==> src/rtl/core/rgbt_pkg.sv <==
// Shared types and constants for the RGB to tiled RGBA8 converter.
// Used by rgbt_ctrl, rgbt_datapath and the top level; no dependencies.
package rgbt_pkg;

    // Field and port widths
    localparam int PIX_W     = 24;
    localparam int WORD_W    = 64;
    localparam int CFG_W     = 9;
    localparam int CFG_IDX_W = 8;
    localparam int SEQ_W     = 3;

    // Default line length in pixels
    localparam int DEF_MAX_WIDTH = 1024;

    // Constant alpha byte
    localparam logic [7:0] ALPHA_BYTE = 8'hFF;

    // Configuration register indexes and reset values
    localparam logic [CFG_IDX_W-1:0] REG_TILES_ACROSS = 8'd0;
    localparam logic [CFG_IDX_W-1:0] REG_BANDS_DOWN   = 8'd1;
    localparam logic [CFG_W-1:0]     TILES_RESET      = 9'd160;
    localparam logic [CFG_W-1:0]     BANDS_RESET      = 9'd120;

    // Controller states
    typedef enum logic [1:0] {
        ST_IDLE,
        ST_READ,
        ST_EMIT
    } ctrl_state_t;

    // Controller to datapath commands
    typedef struct packed {
        logic             wr_px;      // pixel accepted: write store, advance counters
        logic             rd_en;      // read one tile row into the tile buffer
        logic [1:0]       rd_row;
        logic             load_word;  // load next output word into output register
        logic [SEQ_W-1:0] word_idx;
    } rgbt_cmd_t;

    // Datapath to controller status
    typedef struct packed {
        logic tile_now;   // next pixel completes a tile
        logic out_free;   // output register can take a word this cycle
    } rgbt_stat_t;

endpackage

==> src/rtl/core/rgbt_ctrl.sv <==
// Sequencing state machine: pixel accept, tile row reads, word emission.
// Depends on rgbt_pkg.
module rgbt_ctrl (
    input  logic                 aclk,
    input  logic                 aresetn,
    input  logic                 s_tvalid,
    output logic                 s_tready,
    input  rgbt_pkg::rgbt_stat_t stat,
    output rgbt_pkg::rgbt_cmd_t  cmd
);

    rgbt_pkg::ctrl_state_t           state_reg, state_next;
    logic [rgbt_pkg::SEQ_W-1:0]      seq_reg, seq_next;
    logic                            accept;

    assign accept = s_tvalid && s_tready;

    // State and sequence registers
    always_ff @(posedge aclk) begin
        if (!aresetn) begin
            state_reg <= rgbt_pkg::ST_IDLE;
            seq_reg   <= '0;
        end else begin
            state_reg <= state_next;
            seq_reg   <= seq_next;
        end
    end

    // Next state
    always_comb begin
        state_next = state_reg;
        seq_next   = seq_reg;
        unique case (state_reg)
            rgbt_pkg::ST_IDLE: begin
                if (s_tvalid && stat.tile_now) begin
                    state_next = rgbt_pkg::ST_READ;
                    seq_next   = '0;
                end
            end
            rgbt_pkg::ST_READ: begin
                seq_next = seq_reg + 3'd1;
                if (seq_reg == 3'd3) begin
                    state_next = rgbt_pkg::ST_EMIT;
                    seq_next   = '0;
                end
            end
            rgbt_pkg::ST_EMIT: begin
                if (stat.out_free) begin
                    seq_next = seq_reg + 3'd1;
                    if (seq_reg == 3'd7) begin
                        state_next = rgbt_pkg::ST_IDLE;
                    end
                end
            end
            default: begin
                state_next = rgbt_pkg::ST_IDLE;
                seq_next   = '0;
            end
        endcase
    end

    // Outputs
    always_comb begin
        s_tready      = 1'b0;
        cmd.wr_px     = 1'b0;
        cmd.rd_en     = 1'b0;
        cmd.rd_row    = seq_reg[1:0];
        cmd.load_word = 1'b0;
        cmd.word_idx  = seq_reg;
        unique case (state_reg)
            rgbt_pkg::ST_IDLE: begin
                s_tready  = 1'b1;
                cmd.wr_px = s_tvalid;
            end
            rgbt_pkg::ST_READ: begin
                cmd.rd_en = 1'b1;
            end
            rgbt_pkg::ST_EMIT: begin
                // plain pixels go on while the tile drains
                s_tready      = !stat.tile_now;
                cmd.wr_px     = s_tvalid && !stat.tile_now;
                cmd.load_word = stat.out_free;
            end
            default: begin
                s_tready = 1'b0;
            end
        endcase
    end

    // A tile-completing pixel always starts the row reads
    a_tile_reads: assert property (@(posedge aclk) disable iff (!aresetn)
        (accept && stat.tile_now) |=> (state_reg == rgbt_pkg::ST_READ) && (seq_reg == 3'd0))
        else $error("tile pixel did not start row reads");

    // Tile buffer is not overwritten by a new tile while it drains
    a_no_tile_in_emit: assert property (@(posedge aclk) disable iff (!aresetn)
        (state_reg == rgbt_pkg::ST_EMIT && stat.tile_now) |-> !cmd.wr_px)
        else $error("tile pixel taken during emission");

    // Emission follows exactly four row reads
    a_emit_after_read: assert property (@(posedge aclk) disable iff (!aresetn)
        $rose(state_reg == rgbt_pkg::ST_EMIT) |-> $past(cmd.rd_en) && ($past(cmd.rd_row) == 2'd3))
        else $error("emission without full tile read");

endmodule

==> config.mk <==
export PLATFORM = sky130hd
export DESIGN_NAME = rgbt_ctrl
export DESIGN_NICKNAME = d
export VERILOG_FILES = /design/src/rtl/core/rgbt_pkg.sv /design/src/rtl/core/rgbt_ctrl.sv
export SDC_FILE = /design/constraint.sdc
export NUM_CORES = 1
export LEC_CHECK = 0
export CAP_MARGIN = 20
export CELL_PAD_IN_SITES_DETAIL_PLACEMENT = 1
export CELL_PAD_IN_SITES_GLOBAL_PLACEMENT = 1
export CORE_AREA = 2 2 39 41
export CTS_BUF_LIST = sky130_fd_sc_hd__clkbuf_4 sky130_fd_sc_hd__clkbuf_8
export DETAILED_ROUTE_END_ITERATION = 10
export DIE_AREA = 0 0 41 43
export DONT_BUFFER_PORTS = 1
export GPL_ROUTABILITY_DRIVEN = 0
export PLACE_DENSITY = 0.56
export SLEW_MARGIN = 10
export SYNTH_ARGS = -nofsm -noshare
export SYNTH_HDL_FRONTEND = slang
export SYNTH_SLANG_ARGS = --single-unit
==> constraint.sdc <==
create_clock -name aclk -period 2 [get_ports aclk]
set_input_delay 0.2 -clock aclk [delete_from_list [all_inputs] [get_ports aclk]]
set_output_delay 0.2 -clock aclk [all_outputs]
set_load 0.05 [all_outputs]
==> flow_metrics.py, run 1 <==
metrics = {
    "final_layout": {
        "largest_register_ffs": 3,
        "multi_input_area_um2": 263,
        "layoutNonFillerInstCount": 71,
        "seqCellArea_um2": 100,
        "fillCellCount": 170,
        "antenna_cells": 0,
        "synthToLayoutAreaGrowth_pct": 22.4,
        "drive_gt1_frac": 0.236,
        "final_nets": 67,
    },
    "min_path": {
        "min_path_type": "in -> reg",
    },
    "floorplan": {
        "coreArea_um2": 1380,
        "die_area_um2": 1760,
        "dieWidth_um": 41,
        "initial_core_util": 0.287,
        "ios": 14,
        "die_h_um": 43,
        "rows": 14,
    },
    "drt": {
        "drtAntennaViolNets": 0,
        "route.detailed.drc": 0,
        "dr.pass1.iters": 2,
        "vias": 321,
        "routed_via_density": 4.52,
        "wl_um": 747,
        "drtIter0Drc": 1,
        "routedWlPerCell_um": 10.5,
    },
    "power": {
        "ir_worst_vdd_mv": 0.460,
        "pwr_density_cell_nw_per_um2": 1230,
        "seq_power_share": 0.210,
        "p_total_mw": 0.598,
        "power.share.combinational": 0.576,
        "p_switching_mw": 0.264,
        "p_int_mw": 0.335,
        "p_sw_frac": 0.441,
        "clkPwrFrac": 0.214,
        "leakagePower_nw": 0.207,
    },
    "clocking": {
        "clock-sinks": 5,
        "cts_hold_buf": 0,
        "clock_latency_ns": 0.24,
        "cts_buffer_depth": 2,
        "clkSlewWorstSetupHoldPaths_ns": 0.05,
        "post_cts_resized": 0,
        "cts_tree": "built",
        "numCtsBuffers": 3,
        "root_buffer": "clkbuf_4",
        "htree_levels": 1,
        "cts_setup_buffers": 0,
    },
    "synth": {
        "synth_cells": 48,
        "ys_types": 21,
        "synth_common_cells": "nand2_1, ha_1, dfxtp_1",
        "yosys.area.top_type": "dfxtp_1",
        "ys_warn_count": 0,
        "synth_edf_count": 0,
        "synthFlopType": "dfxtp_1",
        "yosysMostFrequentCell": "nand2_1",
        "synth_top_area_frac": 0.252,
        "synth_area_leaders": "dfxtp_1, ha_1, nand2_1",
        "synth_area_um2": 397,
        "syn_avg_cell_area_um2": 8.26,
        "yosysSeqAreaShare": 0.252,
        "ys_seq_elements": 5,
        "synth.net_count": 59,
        "async_reset_ff_frac": 0,
    },
    "grt": {
        "use_met1": 0.114,
        "overflow": 0,
        "grt_max_degree": 8,
        "grt_pass1_vias": 304,
        "grt_pass1_wl_mm": 1.25,
        "antenna_found_initial": 0,
        "top_usage_layer": "met2",
        "grt_util_met2": 0.172,
        "use_met3": 0.0471,
        "grt_usage": 0.106,
    },
    "sta": {
        "max_clock_freq_mhz": 599,
        "post-route-period-util": 0.835,
        "period_needed_ns": 1.67,
        "finalSetupViolCount": 0,
        "slew_headroom": 0.815,
        "rsz0062_at_grt": "false",
        "hold_viol": 0,
        "timing.setup.tns_ns": 0,
        "tightest_slew_ns": 0.280,
        "finClkSkew_ns": 0.00669,
        "drv_slew": 0,
        "timing.final.ws_setup_ns": 0.330,
    },
    "setup_path": {
        "critPathArrivalTime_ns": 1.84,
        "path_buf_inv": 1,
        "crit_family": "simple AND/OR/NAND/NOR gates",
        "worstPathRequired_ns": 2.18,
        "cp-end-kind": "flop",
        "crit_path_top_delay_cell": "or4b_1",
        "path_cells": "inv_1 > ha_1 > nor2b_4 > a21o_1 > or4b_1 > a21boi_1",
        "critical_path.max_fanout": 6,
        "slowest_delay_ns": 0.48,
        "crit_type": "reg -> reg",
        "start_kind": "flop",
    },
    "run_status": {
        "status": "finished, final reports clean",
    },
    "place": {
        "placedCellCount": 67,
        "portBuffers": 0,
        "pre_cts_slack_ns": 0.322,
        "dp_hpwl_um": 671,
    },
    "job": {
        "maxCapViolCount": 0,
    },
}
path summary, 6_finish.rpt:
kind / start / to / slack [ns] / cells past startpoint
worst max register to register: state_reg[0]$_SDFFE_PN0P_ / seq_reg[0]$_SDFFE_PN0P_ / 0.33 / 6
worst max-delay path: state_reg[0]$_SDFFE_PN0P_ / seq_reg[0]$_SDFFE_PN0P_ / 0.33 / 6
worst min register to register: state_reg[0]$_SDFFE_PN0P_ / state_reg[0]$_SDFFE_PN0P_ / 0.48 / 2
worst min-delay path: aresetn / seq_reg[2]$_SDFFE_PN0P_ / 0.11 / 1
worst reg2reg max path, delay by kind of cell (launching register included):
| family | cells | cell delay, ns |
|---|---|---|
| compound gates | 2 | 0.30 |
| buf+inv | 1 | 0.07 |
| flops | 1 | 0.34 |
| fa+ha+maj | 1 | 0.27 |
| simple gates | 2 | 0.64 |
stage by stage:
step / cell area, µm² / utilization / hold WS [ns]
after floorplan: 400 / - / 0.346
after global placement: 455 / 0.329 / 0.356
after detailed placement: 455 / 0.329 / 0.360
after CTS: 485 / 0.351 / 0.0990
after global routing: 485 / 0.351 / 0.105
final: 485 / 0.351 / 0.109
cell families (layout without fill, tap and decap cells):
group	count (synthesis)	in the layout	share of synthesized area
buffers and inverters	7	14	0.0946
AO/OA/AOI/OAI	10	10	0.164
adder cells (fa/ha/maj)	6	6	0.189
multiplexers	2	2	0.0505
AND/OR/NAND/NOR	18	18	0.249
flip-flops	5	5	0.252
power groups by stage:
| stage | combinational (mW) | clock (mW) | sequential (mW) |
|---|---|---|---|
| detailed placement | 0.352 | 0 | 0.128 |
| CTS | 0.352 | 0.135 | 0.126 |
| finish | 0.345 | 0.128 | 0.126 |
| global route | 0.373 | 0.142 | 0.128 |
| floorplan | 0.265 | 0 | 0.134 |
| global placement | 0.352 | 0 | 0.127 |
metal layers:
| metal | routed length, µm | vias to the layer above |
|---|---|---|
| li1 | - | 171 |
| met1 | 328 | 146 |
| met2 | 400 | 4 |
| met3 | 18 | 0 |
| met4 | 0 | 0 |
| met5 | 0 | - |
cell usage in the layout (no fill, tap or decap), drive strengths merged:
cell	Yosys	layout
a21boi	3	3
a21o	1	1
a21oi	3	3
and2	2	2
buf	3	6
clkbuf	0	4
dfxtp	5	5
ha	6	6
inv	4	4
mux2i	2	2
nand2	10	10
nand2b	1	1
nand3	1	1
nand4b	1	1
nor2	1	1
nor2b	1	1
o21a	1	1
o21ai	1	1
o21bai	1	1
or4b	1	1
layout make-up:
cell class,count,area share
sequential,5,0.206
tap,16,0.0412
inverter,4,0.0309
clock buffer,4,0.0619
multi-input combinational,36,0.541
timing repair buffer,6,0.119
(Power assumes the default switching activity.)
==> run 2: changes to the inputs <==
==> constraint.sdc (replaced) <==
create_clock -name aclk -period 1.54 [get_ports aclk]
set_input_delay 0.154 -clock aclk [delete_from_list [all_inputs] [get_ports aclk]]
set_output_delay 0.154 -clock aclk [all_outputs]
set_load 0.05 [all_outputs]
==> flow_metrics.py, run 2 (synthesis gave the netlist of run 1 again) <==
metrics = {
    "sta": {
        "hold_viol": 0,
        "max_clock_freq_mhz": 665,
        "finClkSkew_ns": 0.00275,
        "post-route-period-util": 0.976,
        "tightest_slew_ns": 0.279,
        "slew_headroom": 0.816,
        "timing.setup.tns_ns": 0,
        "rsz0062_at_grt": "true",
        "timing.final.ws_setup_ns": 0.0372,
        "period_needed_ns": 1.50,
        "drv_slew": 0,
        "finalSetupViolCount": 0,
    },
    "final_layout": {
        "final_area_um2": 529,
        "synthToLayoutAreaGrowth_pct": 33.4,
        "final_cell_mix": "nand2_1, buf_4, ha_1, clkbuf_4, dfxtp_2",
        "fillCellCount": 166,
        "largest_register_ffs": 3,
        "drive_gt1_frac": 0.448,
        "layout.cells.most_common": "nand2_1",
        "final_nets": 70,
        "antenna_cells": 0,
    },
    "min_path": {
        "min_path_type": "in -> reg",
    },
    "drt": {
        "drtAntennaViolNets": 0,
        "dr.pass1.iters": 1,
        "routedWlPerCell_um": 11.9,
        "route.detailed.drc": 0,
        "wl_um": 880,
        "vias": 356,
        "drtIter0Drc": 0,
        "routed_via_density": 4.81,
    },
    "run_status": {
        "status": "finished, final reports clean",
    },
    "clocking": {
        "root_buffer": "clkbuf_4",
        "htree_levels": 1,
        "cts_tree": "built",
        "clock_latency_ns": 0.23,
        "clkSlewWorstSetupHoldPaths_ns": 0.04,
        "clock-sinks": 5,
        "numCtsBuffers": 3,
        "cts_buffer_depth": 2,
        "cts_setup_buffers": 0,
    },
    "setup_path": {
        "cp-end-kind": "flop",
        "crit_type": "reg -> reg",
        "critPathArrivalTime_ns": 1.66,
        "worstPathRequired_ns": 1.70,
        "start_kind": "flop",
        "critical_path.max_fanout": 2,
    },
    "power": {
        "leakagePower_nw": 0.224,
        "pwr_density_cell_nw_per_um2": 1600,
        "p_total_mw": 0.848,
        "ir_worst_vdd_mv": 0.566,
    },
    "floorplan": {
        "dieWidth_um": 41,
        "die_area_um2": 1760,
        "die_h_um": 43,
        "rows": 14,
        "ios": 14,
        "initial_core_util": 0.287,
        "coreArea_um2": 1380,
    },
    "place": {
        "pre_cts_slack_ns": 0.00878,
        "dp_hpwl_um": 774,
        "dpl-instance-area_um2": 480,
        "portBuffers": 0,
    },
    "grt": {
        "grt_pass1_vias": 352,
        "overflow": 0,
        "grt_usage": 0.113,
        "grt_pass1_wl_mm": 1.38,
        "grt_max_degree": 8,
        "antenna_found_initial": 0,
    },
    "job": {
        "maxCapViolCount": 0,
    },
}
[run 2: cell count changes in the layout (fill, tap and decap cells not counted), sizes merged]
cell and change:
buf +3
[run 2: final cells by class]
cell class,instances,area [µm²],area share
Inverter,4,15.0,0.0284
Clock buffer,4,30.0,0.0567
Multi-Input combinational cell,36,288,0.544
Tap cell,16,20.0,0.0378
Sequential cell,5,109,0.206
Timing Repair Buffer,9,67.6,0.128
[run 2: per-stage QoR]
stage / hold WS (ns) / std cells / utilization
floorplan: 0.300 / 48 / -
global placement: 0.304 / 70 / 0.347
detailed placement: 0.313 / 70 / 0.347
CTS: 0.0632 / 74 / 0.370
global route: 0.0549 / 74 / 0.382
finish: 0.0600 / 74 / 0.382
[run 2: worst max-delay path: stages (launching register included)]
cell,delay (ns)
dfxtp_2,0.33
inv_2,0.05
ha_4,0.15
nor2b_4,0.12
a21o_1,0.16
or4b_1,0.47
a21boi_1,0.16
[run 2: path summary, 6_finish.rpt]
path	start	slack, ns	cells after the start	end
max	state_reg[0]$_SDFFE_PN0P_	0.04	6	seq_reg[0]$_SDFFE_PN0P_
min	aresetn	0.06	2	state_reg[1]$_SDFFE_PN0P_
max reg2reg	state_reg[0]$_SDFFE_PN0P_	0.04	6	seq_reg[0]$_SDFFE_PN0P_
min reg2reg	seq_reg[0]$_SDFFE_PN0P_	0.50	2	seq_reg[0]$_SDFFE_PN0P_
[run 2: metal layers]
metal	routed length, µm	track usage	share of wire
met3	35	0.0471	0.040
met4	0	0.0200	0
met1	337	0.119	0.38
met5	0	0	0
met2	508	0.197	0.58
[run 2: what timing repair did]
action / in CTS / in global routing
gates resized for setup: 2 / 6
hold buffers: 0 / 0
endpoints found under the setup margin: 2 / 4
pin swaps: 1 / 2
[run 2: where the power goes]
| group | internal, mW | switching [mW] | total (mW) |
|---|---|---|---|
| Clock | 0.115 | 0.0481 | 0.163 |
| Sequential | 0.154 | 0.0185 | 0.173 |
| Combinational | 0.210 | 0.302 | 0.512 |
==> run 3: changes to the inputs <==
--- a/config.mk
+++ b/config.mk
@@ -6,7 +6,7 @@
 export NUM_CORES = 1
 export LEC_CHECK = 0
 export CAP_MARGIN = 20
-export CELL_PAD_IN_SITES_DETAIL_PLACEMENT = 1
+export CELL_PAD_IN_SITES_DETAIL_PLACEMENT = 0
 export CELL_PAD_IN_SITES_GLOBAL_PLACEMENT = 1
 export CORE_AREA = 2 2 39 41
 export CTS_BUF_LIST = sky130_fd_sc_hd__clkbuf_4 sky130_fd_sc_hd__clkbuf_8
==> flow_metrics.py, run 3 (synthesis gave the netlist of run 1 again) <==
metrics = {
    "power": {
        "leakagePower_nw": 0.224,
        "power.share.combinational": 0.607,
        "pwr_density_cell_nw_per_um2": 1580,
        "p_switching_mw": 0.360,
        "clkPwrFrac": 0.190,
        "p_int_mw": 0.481,
        "seq_power_share": 0.203,
        "p_total_mw": 0.840,
        "p_sw_frac": 0.428,
        "ir_worst_vdd_mv": 0.444,
    },
    "grt": {
        "grt_usage": 0.107,
        "grt_pass1_wl_mm": 1.29,
        "grt_pass1_vias": 330,
        "antenna_found_initial": 0,
        "overflow": 0,
        "grt_max_degree": 8,
    },
    "final_layout": {
        "final_cell_mix": "nand2_1, buf_4, dfxtp_2",
        "fillCellCount": 149,
        "largest_register_ffs": 3,
        "multi_input_area_um2": 288,
        "final_nets": 70,
        "antenna_cells": 0,
        "seqCellArea_um2": 106,
        "synthToLayoutAreaGrowth_pct": 33.8,
        "layout.cells.most_common": "nand2_1",
        "layoutNonFillerInstCount": 74,
        "fin_util": 0.383,
        "drive_gt1_frac": 0.448,
    },
    "sta": {
        "finalSetupViolCount": 0,
        "drv_slew": 0,
        "period_needed_ns": 1.50,
        "post-route-period-util": 0.974,
        "rsz0062_at_grt": "true",
        "slew_headroom": 0.816,
        "fin_hold_ws_ns": 0.0679,
        "timing.final.ws_setup_ns": 0.0400,
        "max_clock_freq_mhz": 667,
        "hold_viol": 0,
        "finClkSkew_ns": 0.00140,
        "tightest_slew_ns": 0.278,
    },
    "drt": {
        "drtAntennaViolNets": 0,
        "routed_via_density": 4.53,
        "wl_um": 774,
        "routedWlPerCell_um": 10.5,
        "vias": 335,
        "dr.pass1.iters": 2,
        "route.detailed.drc": 0,
        "drtIter0Drc": 1,
    },
    "clocking": {
        "cts_tree": "built",
        "cts_buffer_depth": 2,
        "clock-sinks": 5,
        "cts_hold_buf": 0,
        "htree_levels": 1,
        "cts_setup_buffers": 0,
        "clock_latency_ns": 0.23,
        "numCtsBuffers": 3,
        "root_buffer": "clkbuf_4",
        "clkSlewWorstSetupHoldPaths_ns": 0.04,
    },
    "place": {
        "dp_hpwl_um": 676,
        "portBuffers": 0,
        "pre_cts_slack_ns": 0.0122,
        "placedCellCount": 70,
    },
    "floorplan": {
        "initial_core_util": 0.287,
        "dieWidth_um": 41,
        "ios": 14,
        "coreArea_um2": 1380,
        "die_area_um2": 1760,
        "rows": 14,
        "die_h_um": 43,
    },
    "job": {
        "maxCapViolCount": 0,
    },
    "setup_path": {
        "start_kind": "flop",
        "path_cells": "inv_2 > ha_4 > nor2b_4 > a21o_1 > or4b_1 > a21boi_1",
        "critical_path.max_fanout": 2,
        "cp-end-kind": "flop",
        "crit_type": "reg -> reg",
        "critPathArrivalTime_ns": 1.65,
        "slowest_delay_ns": 0.46,
        "worstPathRequired_ns": 1.69,
        "ff2ff_setup_slack_ns": 0.04,
        "crit_path_top_delay_cell": "or4b_1",
    },
    "min_path": {
        "min_path_type": "in -> reg",
    },
    "run_status": {
        "status": "finished, final reports clean",
    },
}
## run 3: cell types whose count changed in the layout (fill, tap and decap cells not counted)
cell / previous run / this run
buf_4: 9 / 8
buf_6: 0 / 1
dfxtp_4: 1 / 0
dfxtp_2: 4 / 5
## run 3: power groups by stage
stage          combinational [mW]  clock, mW  sequential [mW]
2_1_floorplan               0.363          0            0.174
3_3_place_gp                0.480          0            0.164
3_5_place_dp                0.486          0            0.165
4_1_cts                     0.493      0.167            0.165
5_1_grt                     0.555      0.182            0.175
6_report                    0.510      0.160            0.171
## run 3: worst max-delay path, delay by kind of cell, from the launching register on
family | cells | cell delay, ns
flops | 1 | 0.33
simple gates | 2 | 0.58
compound gates | 2 | 0.32
fa+ha+maj | 1 | 0.15
buf+inv | 1 | 0.05
## run 3: layout make-up
type / count / share of cell area
repair buffers: 9 / 0.134
flip-flops and latches: 5 / 0.200
clock buffers: 4 / 0.0566
well taps: 16 / 0.0377
multi-input cells: 36 / 0.542
inverters: 4 / 0.0283
## run 3: metal layers
| layer | vias up | track usage | wire length [µm] |
|---|---|---|---|
| met1 | 150 | 0.126 | 320 |
| met4 | 0 | 0.0400 | 0 |
| met2 | 6 | 0.166 | 414 |
| met3 | 0 | 0.0419 | 40 |
| met5 | - | 0 | 0 |
| li1 | 179 | - | - |
## run 3: final timing paths
kind                                           startpoint                 endpoint  depth (start not counted)
worst min register to register    seq_reg[1]$_SDFFE_PN0P_  seq_reg[1]$_SDFFE_PN0P_                          2
worst max register to register  state_reg[0]$_SDFFE_PN0P_  seq_reg[0]$_SDFFE_PN0P_                          6
worst min-delay path                              aresetn  seq_reg[2]$_SDFFE_PN0P_                          1
worst max-delay path            state_reg[0]$_SDFFE_PN0P_  seq_reg[0]$_SDFFE_PN0P_                          6
## run 3: timing repair
action | in CTS | in global routing
gates resized for setup | 2 | 6
setup endpoints to repair | 2 | 3
pin swaps | 1 | 2
## run 3: per-stage QoR
stage	area, µm²	TNS [ns]
6_report	531	0
5_1_grt	531	-0.0687
4_1_cts	512	0
3_5_place_dp	480	0
3_3_place_gp	480	0
2_1_floorplan	415	0
